### src/design/bsb_pkg.sv
// Shared types and constants for the bounding sphere builder.
package bsb_pkg;

  localparam int unsigned MAX_VERTICES_DEF = 1024;
  localparam int unsigned COORD_W          = 24;
  localparam int unsigned DIST_W           = 2 * COORD_W;
  localparam int unsigned ROOT_W           = COORD_W + 1;
  localparam int unsigned RADIUS_W         = 24;
  localparam int unsigned MARGIN_SHIFT     = 13;

  typedef logic signed [COORD_W-1:0] coord_t;

  typedef struct packed {
    logic signed [COORD_W-1:0] x;
    logic signed [COORD_W-1:0] y;
    logic signed [COORD_W-1:0] z;
    logic                      last;
  } in_t;

  typedef struct packed {
    logic signed [COORD_W-1:0] center_x;
    logic signed [COORD_W-1:0] center_y;
    logic signed [COORD_W-1:0] center_z;
    logic [RADIUS_W-1:0]       radius;
    logic                      overflow;
  } out_t;

  // controller to datapath
  typedef struct packed {
    logic take;        // vertex request accepted this cycle
    logic center;      // form center, rewind scan, clear best distance
    logic scan;        // issue one store read
    logic sqrt_start;  // launch the root unit on the best distance
    logic finish;      // load result register, clear mesh state
  } cmd_t;

  // datapath to controller
  typedef struct packed {
    logic scan_last;   // current read address is the last stored vertex
    logic pipe_empty;  // no read in flight in the distance pipe
    logic sqrt_done;   // root result ready
  } sts_t;

endpackage

### src/design/bsb_ctrl.sv
// Controller: load, scan and root sequencing plus the handshakes.
module bsb_ctrl (
  input  logic          clk,
  input  logic          rst_n,
  input  logic          in_valid,
  input  logic          in_last,
  output logic          in_ready,
  output logic          out_valid,
  input  logic          out_ready,
  input  bsb_pkg::sts_t sts,
  output bsb_pkg::cmd_t cmd
);
  import bsb_pkg::*;

  typedef enum logic [5:0] {
    ST_LOAD   = 6'b000001,
    ST_CENTER = 6'b000010,
    ST_SCAN   = 6'b000100,
    ST_DRAIN  = 6'b001000,
    ST_SQRT   = 6'b010000,
    ST_FINISH = 6'b100000
  } state_t;

  state_t state_r, state_nxt;
  logic   out_valid_r, out_valid_nxt;

  assign in_ready  = (state_r == ST_LOAD);
  assign out_valid = out_valid_r;

  always_comb begin
    state_nxt      = state_r;
    cmd            = '0;
    cmd.take       = in_valid && in_ready;
    out_valid_nxt  = out_valid_r && !out_ready;
    case (state_r)
      ST_LOAD: begin
        if (cmd.take && in_last) state_nxt = ST_CENTER;
      end
      ST_CENTER: begin
        cmd.center = 1'b1;
        state_nxt  = ST_SCAN;
      end
      ST_SCAN: begin
        cmd.scan = 1'b1;
        if (sts.scan_last) state_nxt = ST_DRAIN;
      end
      ST_DRAIN: begin
        if (sts.pipe_empty) begin
          cmd.sqrt_start = 1'b1;
          state_nxt      = ST_SQRT;
        end
      end
      ST_SQRT: begin
        if (sts.sqrt_done) state_nxt = ST_FINISH;
      end
      ST_FINISH: begin
        if (!out_valid_r || out_ready) begin
          cmd.finish    = 1'b1;
          out_valid_nxt = 1'b1;
          state_nxt     = ST_LOAD;
        end
      end
      default: begin
        state_nxt = ST_LOAD;
      end
    endcase
  end

  always_ff @(posedge clk) begin
    if (!rst_n) begin
      state_r     <= ST_LOAD;
      out_valid_r <= 1'b0;
    end else begin
      state_r     <= state_nxt;
      out_valid_r <= out_valid_nxt;
    end
  end

endmodule
### config.mk
export PLATFORM = sky130hd
export DESIGN_NAME = bsb_ctrl
export DESIGN_NICKNAME = d
export VERILOG_FILES = /design/src/design/bsb_pkg.sv /design/src/design/bsb_ctrl.sv
export SDC_FILE = /design/constraint.sdc
export NUM_CORES = 1
export LEC_CHECK = 0
export BUFFER_PORTS_ARGS = -buffer_cell sky130_fd_sc_hd__buf_4
export CORE_AREA = 2 2 39 41
export DETAILED_ROUTE_END_ITERATION = 10
export DIE_AREA = 0 0 41 43
export GPL_TIMING_DRIVEN = 1
export PLACE_DENSITY = 0.55
export SLEW_MARGIN = 15
export SYNTH_ARGS = -nofsm -noshare
export SYNTH_HDL_FRONTEND = slang
export SYNTH_SLANG_ARGS = --single-unit
### constraint.sdc
create_clock -name clk -period 1.4 [get_ports clk]
set_input_delay 0.14 -clock clk [delete_from_list [all_inputs] [get_ports clk]]
set_output_delay 0.14 -clock clk [all_outputs]
set_load 0.01 [all_outputs]
==> impl_metrics.tcl, run 1 <==
set metrics [dict create \
    crit_chain "nor4_4 -> and3_1 -> buf_4" \
    cts.sinks 7 \
    overflow 0 \
    instances_no_fill 96 \
    ys.flop_type "dfxtp_1" \
    firstDrtPassIters 4 \
    grt_first_pass_wirelength_um 1960 \
    hp-class "primary input to register" \
    vias_per_cell 5.20 \
    antenna_left 0 \
    initial_core_util_pct 29.9 \
    fin_total_pwr_mw 0.799 \
    cts.clk_slew.worst_paths_ns 0.05 \
    cp.depth 3 \
    layout_min_cycle_time_ns 1.42 \
    clk_latency_ns 0.26 \
    layout_setup_ws_ns -0.0218 \
    start_kind "register" \
    place_congestion 0.804 \
    path_buf_inv 1 \
    die_h_um 43 \
    final_hold_viol_count 0 \
    num_vias 499 \
    antenna_found_initial 0 \
    synth_edf_count 0 \
    layout.nets 89 \
    cp_top_family "simple AND/OR/NAND/NOR gates" \
    slew_headroom_pct 81.6 \
    drt_wl_total_um 1270 \
    r2r-end "state_r[1]" \
    cpPeakStageDelay_ns 0.36 \
    hold_start "sts[2]" \
    diodes 0 \
    setup_viol 2 \
    hpwl_um 775 \
    async_flop_share_pct 0 \
    placed_cells 81 \
    final_cell_area_um2 732 \
    track_usage_pct 17.2 \
    violations "setup timing" \
    area_growth_pct 76.7 \
    die_area_um2 1760 \
    r2r_cells 5 \
    slew_violations 0 \
    synth.distinct_cells 27 \
    core_area_um2 1380 \
    max_freq_mhz 703 \
    fin_crit_sh_pct 102 \
    place_area_um2 551 \
    drc 0 \
    htreeDepth 1 \
    holdPathStages 3 \
    p_per_area_nw_per_um2 1090 \
    avgSynthCellArea_um2 8.28 \
    port_buffers 14 \
    status "finished with violations" \
    ir_worst_vdd_v 0.000691 \
    cpMaxStageDelayCell "dfxtp_4" \
    syn-num-nets 58 \
    critPathMaxFanout 4 \
    whs_endpoint "state_r[3]" \
    cp.required_ns 1.26 \
    rsz0062_at_grt "yes" \
    rrSetupSlack_ns 0.04 \
    ctsHoldBuffers 0 \
    syn-cell-area_um2 414 \
    final.setup_skew_ns 0.00110 \
    cts_buffer_depth 2 \
    grt_pass1_vias 465 \
    numCtsBuffers 3 \
    cts_root_buf "clkbuf_4" \
    drive_above_1_share_pct 56.3 \
    endpoint_kind "primary output" \
    wl_per_cell_um 13.3 \
    yosys_warnings 0 \
    first_iter_violations 12 \
    ys_ff_latch 7 \
    worst_pin_slew_ns 0.275 \
    maxCapViolCount 0 \
    cts_tree "yes" \
    seq_area_frac_synth_pct 33.8 \
    arrival_ns 1.28 \
    power_leakage_nw 0.333 \
    rows 14 \
    die_w_um 41 \
    r2r-start "state_r[4]" \
    synth_cells 50 \
    critical_path_class "register to primary output" \
    pin_count 15 \
    grt_max_degree 11 \
]
-- layout by cell type, fill, tap and decap left out, types with 2 or more instances in the layout --
master    count
and3_1        3
buf_4        25
buf_6         2
clkbuf_4      3
dfxtp_2       2
dfxtp_4       4
nand2_1       5
nor2_1        2
nor2b_1       6
nor3b_1       2
o21ai_0       2
-- layer usage --
metal | share of wire [%] | up-vias | wire (µm) | GRT usage (%)
met4 | 1.5 | 0 | 19 | 8.00
met2 | 54 | 14 | 683 | 27.8
met3 | 4.8 | 2 | 61 | 7.85
met5 | 0 | - | 0 | 0
met1 | 40 | 237 | 509 | 17.7
li1 | - | 246 | - | -
-- synth_stat cells, drive strengths merged (2+ instances only) --
| library cell | number | area share, % |
|---|---|---|
| dfxtp | 7 | 34 |
| nand2 | 5 | 4.5 |
| nor2b | 6 | 9.1 |
| nor3b | 2 | 3.6 |
| nor2 | 4 | 3.6 |
| and3 | 3 | 4.5 |
| o21ai | 3 | 3.6 |
| o21a | 2 | 3.6 |
-- power breakdown --
part / leakage [nW] / total, mW / switching [mW] / internal (mW)
clock: 0.0177 / 0.185 / 0.0801 / 0.105
combinational: 0.255 / 0.354 / 0.145 / 0.209
sequential: 0.0602 / 0.261 / 0.0385 / 0.222
-- worst max-delay path by stage --
stage                  to        from  slack [ns]
3_3_place_gp   state_r[1]  state_r[5]       -0.03
5_1_grt            cmd[1]  state_r[1]        -0.1
4_1_cts            cmd[3]  state_r[0]       -0.01
2_1_floorplan  state_r[1]  state_r[3]        0.15
3_5_place_dp   state_r[5]  state_r[5]      -0.006
6_report           cmd[1]  state_r[1]       -0.02
-- area by class of cell --
cell class | instances | area, µm²
sequential | 7 | 158
clock buffer | 3 | 22.5
clock inverter | 1 | 5.00
tap | 16 | 20.0
multi-input combinational | 41 | 313
fill | 125 | 652
timing repair buffer | 27 | 210
inverter | 1 | 3.75
-- kinds of logic after synthesis --
| group | after synthesis | synth area share (%) |
|---|---|---|
| buffers and inverters | 2 | 1.81 |
| DFF | 7 | 33.8 |
| AOI/OAI and AO/OA | 13 | 22.4 |
| and+or+nand+nor | 28 | 42.0 |
-- what timing repair did --
item | CTS | global route
gates resized for setup | 11 | 9
pin swaps | 5 | 4
setup buffers | 7 | 4
endpoints found under the hold margin | 0 | 0
endpoints found under the setup margin | 7 | 9
-- state kept, by name (all words and copies together), names as in the netlist --
| name | count |
|---|---|
| out_valid | 1 |
| state_r | 6 |
-- worst reg2reg max path: stages (launching register included) --
cell and delay [ns]:
dfxtp_4 0.36, buf_4 0.14, nor3b_1 0.14, o21a_4 0.23
a211oi_4 0.22, and3_1 0.20
-- metrics by stage --
step                      utilization (%)  hold WS, ns  TNS (ns)  setup slack (ns)
after floorplan                         -        0.290         0             0.150
after global placement               39.8        0.428   -0.0589           -0.0322
after detailed placement             39.8        0.432  -0.00633          -0.00633
after CTS                            48.2        0.154   -0.0124           -0.0100
after global routing                 52.9        0.154    -0.451           -0.0979
final                                52.9        0.166   -0.0222           -0.0218
Power figures use the tool's default switching activity.
==> inputs of run 2 (changes only) <==
--- a/config.mk
+++ b/config.mk
@@ -5,12 +5,13 @@
 export SDC_FILE = /design/constraint.sdc
 export NUM_CORES = 1
 export LEC_CHECK = 0
+export ABC_AREA = 1
 export BUFFER_PORTS_ARGS = -buffer_cell sky130_fd_sc_hd__buf_4
 export CORE_AREA = 2 2 39 41
 export DETAILED_ROUTE_END_ITERATION = 10
 export DIE_AREA = 0 0 41 43
 export GPL_TIMING_DRIVEN = 1
-export PLACE_DENSITY = 0.55
+export PLACE_DENSITY = 0.6
 export SLEW_MARGIN = 15
 export SYNTH_ARGS = -nofsm -noshare
 export SYNTH_HDL_FRONTEND = slang
==> run 2 against run 1 <==
  * The flow now finishes without violations
  * Worst setup slack gained 0.10 ns
  * Hold slack worse by 0.047 ns
  * Via count up 2.4%
  * Die area unchanged
  * Area after synthesis up 13%
  * Routed wire length is 17% lower
  * Register-to-register slack improved by 0.12 ns
  * Synthesized cell count rose by 44%
  * Final cell count increased by 14%
  * Largest power group unchanged
==> impl_metrics.tcl, run 2 <==
set metrics [dict create \
    r2r-start "state_r[1]" \
    port_buffers 14 \
    synthTopCellsByArea "dfxtp_1 30%, inv_1 13%, nor2_1 12%" \
    cts.clk_slew.worst_paths_ns 0.04 \
    first_iter_violations 12 \
    async_flop_share_pct 0 \
    top_register "state_r" \
    cts.sinks 7 \
    timing.hold.ws_ns 0.119 \
    synth_cells 72 \
    cts_buffer_depth 2 \
    cts_root_buf "clkbuf_4" \
    syn-num-nets 80 \
    rows 14 \
    maxCapViolCount 0 \
    cp.required_ns 1.26 \
    hpwl_um 851 \
    num_vias 511 \
    final_hold_viol_count 0 \
    die_h_um 43 \
    max_freq_mhz 756 \
    largest_reg_flops 6 \
    layout.nets 102 \
    power_leakage_nw 0.367 \
    die_w_um 41 \
    numCtsBuffers 3 \
    slew_headroom_pct 85.9 \
    synth.most_common_cell "inv_1" \
    synth_common_cells "16 x inv_1, 15 x nor2_1, 8 x nand3_1" \
    fin_util_pct 46.9 \
    yosys_warnings 0 \
    place_congestion 0.837 \
    critical_path_class "register to primary output" \
    htreeDepth 1 \
    arrival_ns 1.18 \
    yosysTopAreaCell "dfxtp_1" \
    layout_commonest_cell "buf_4" \
    cts_tree "yes" \
    avgSynthCellArea_um2 6.48 \
    layout_min_cycle_time_ns 1.32 \
    clk_latency_ns 0.26 \
    diodes 0 \
    worst_pin_slew_ns 0.209 \
    hold_start "rst_n" \
    drt_wl_total_um 1060 \
    fin_crit_sh_pct 94.4 \
    synth_edf_count 0 \
    final.setup_skew_ns 0.00636 \
    r2r-end "state_r[0]" \
    rrSetupSlack_ns 0.16 \
    grt_pass1_vias 418 \
    whs_endpoint "state_r[0]" \
    overflow 0 \
    nFillCells 154 \
    yosysTopAreaCellShare_pct 30.0 \
    setup_viol 0 \
    pin_count 15 \
    layout_common_cells "17 x buf_4, 16 x inv_1, 13 x nor2_1" \
    setup-tns-final_ns 0 \
    firstDrtPassIters 4 \
    p_per_area_nw_per_um2 2010 \
    drive_above_1_share_pct 38.7 \
    wl_per_cell_um 9.71 \
    endpoint_kind "primary output" \
    placed_cells 102 \
    antenna_left 0 \
    area_growth_pct 39.1 \
    grt_first_pass_wirelength_um 1590 \
    core_area_um2 1380 \
    vias_per_cell 4.69 \
    rsz0062_at_grt "no" \
    hp-class "primary input to register" \
    start_kind "register" \
    seq_area_frac_synth_pct 30.0 \
    initial_core_util_pct 33.7 \
    fin_total_pwr_mw 1.30 \
    critPathMaxFanout 5 \
    drc 0 \
    die_area_um2 1760 \
    syn-cell-area_um2 467 \
    ys.flop_type "dfxtp_1" \
    antenna_found_initial 0 \
    slew_violations 0 \
    holdPathStages 2 \
    ys_ff_latch 7 \
    instances_no_fill 109 \
    r2r_cells 7 \
    track_usage_pct 13.8 \
    synth.distinct_cells 13 \
    status "finished clean" \
    ir_worst_vdd_v 0.000873 \
    grt_max_degree 8 \
]
## run 2: changes by cell type after synthesis, moves of 4 or more
cell / previous run / this run
nor2_4: 0 / 4
nand4_1: 0 / 4
nand3_1: 1 / 8
inv_1: 1 / 16
nor2_1: 4 / 15
nor2b_1: 6 / 0
## run 2: critical path, cell delays in order (launching register included)
cell	delay, ns
dfxtp_1	0.34
nor2_4	0.19
nand3_2	0.15
nor2_1	0.12
buf_4	0.13
## run 2: cells by family (layout without fill, tap and decap cells)
kind of cell | Yosys count | after routing | share of synthesized area (%)
buffers and inverters | 18 | 39 | 14.5
DFF | 7 | 7 | 30.0
AOI/OAI and AO/OA | 5 | 5 | 6.17
and+or+nand+nor | 42 | 42 | 49.3
## run 2: metrics by stage
| step | setup slack (ns) | instance area (µm²) |
|---|---|---|
| after floorplan | 0.285 | 467 |
| after global placement | 0.161 | 592 |
| after detailed placement | 0.187 | 592 |
| after CTS | 0.0198 | 619 |
| after global routing | 0.00753 | 649 |
| final | 0.0781 | 649 |
## run 2: timing repair
item | in CTS | in global routing
hold endpoints to repair | 0 | 0
setup buffers | 0 | 3
hold buffers | 0 | 0
setup endpoints to repair | 1 | 4
gates resized for setup | 1 | 4
cloned | 0 | 0
## run 2: routing by layer
metal,global-route usage (%),wire length (µm)
met1,18.8,466
met2,18.1,483
met3,3.14,67
met4,10.0,39
met5,0,0
## run 2: area by class of cell
class / count / area, µm² / area share, %
clock buffers: 4 / 26.3 / 4.05
flip-flops and latches: 7 / 144 / 22.2
well taps: 16 / 20.0 / 3.08
multi-input cells: 47 / 264 / 40.7
inverters: 18 / 67.6 / 10.4
repair buffers: 17 / 128 / 19.7
## run 2: worst max path at each step
stage	from	endpoint	depth (start not counted)	slack [ns]
5_1_grt	state_r[2]	cmd[4]	4	0.008
3_5_place_dp	state_r[5]	state_r[3]	8	0.19
2_1_floorplan	state_r[0]	state_r[5]	9	0.28
4_1_cts	state_r[3]	cmd[1]	5	0.02
3_3_place_gp	state_r[5]	state_r[3]	8	0.16
6_report	state_r[2]	cmd[4]	4	0.08
## run 2: where the power goes
group	total [mW]	internal [mW]	leakage, nW	switching, mW
combinational	0.777	0.348	0.294	0.429
clock	0.184	0.109	0.0150	0.0751
sequential	0.341	0.268	0.0577	0.0734
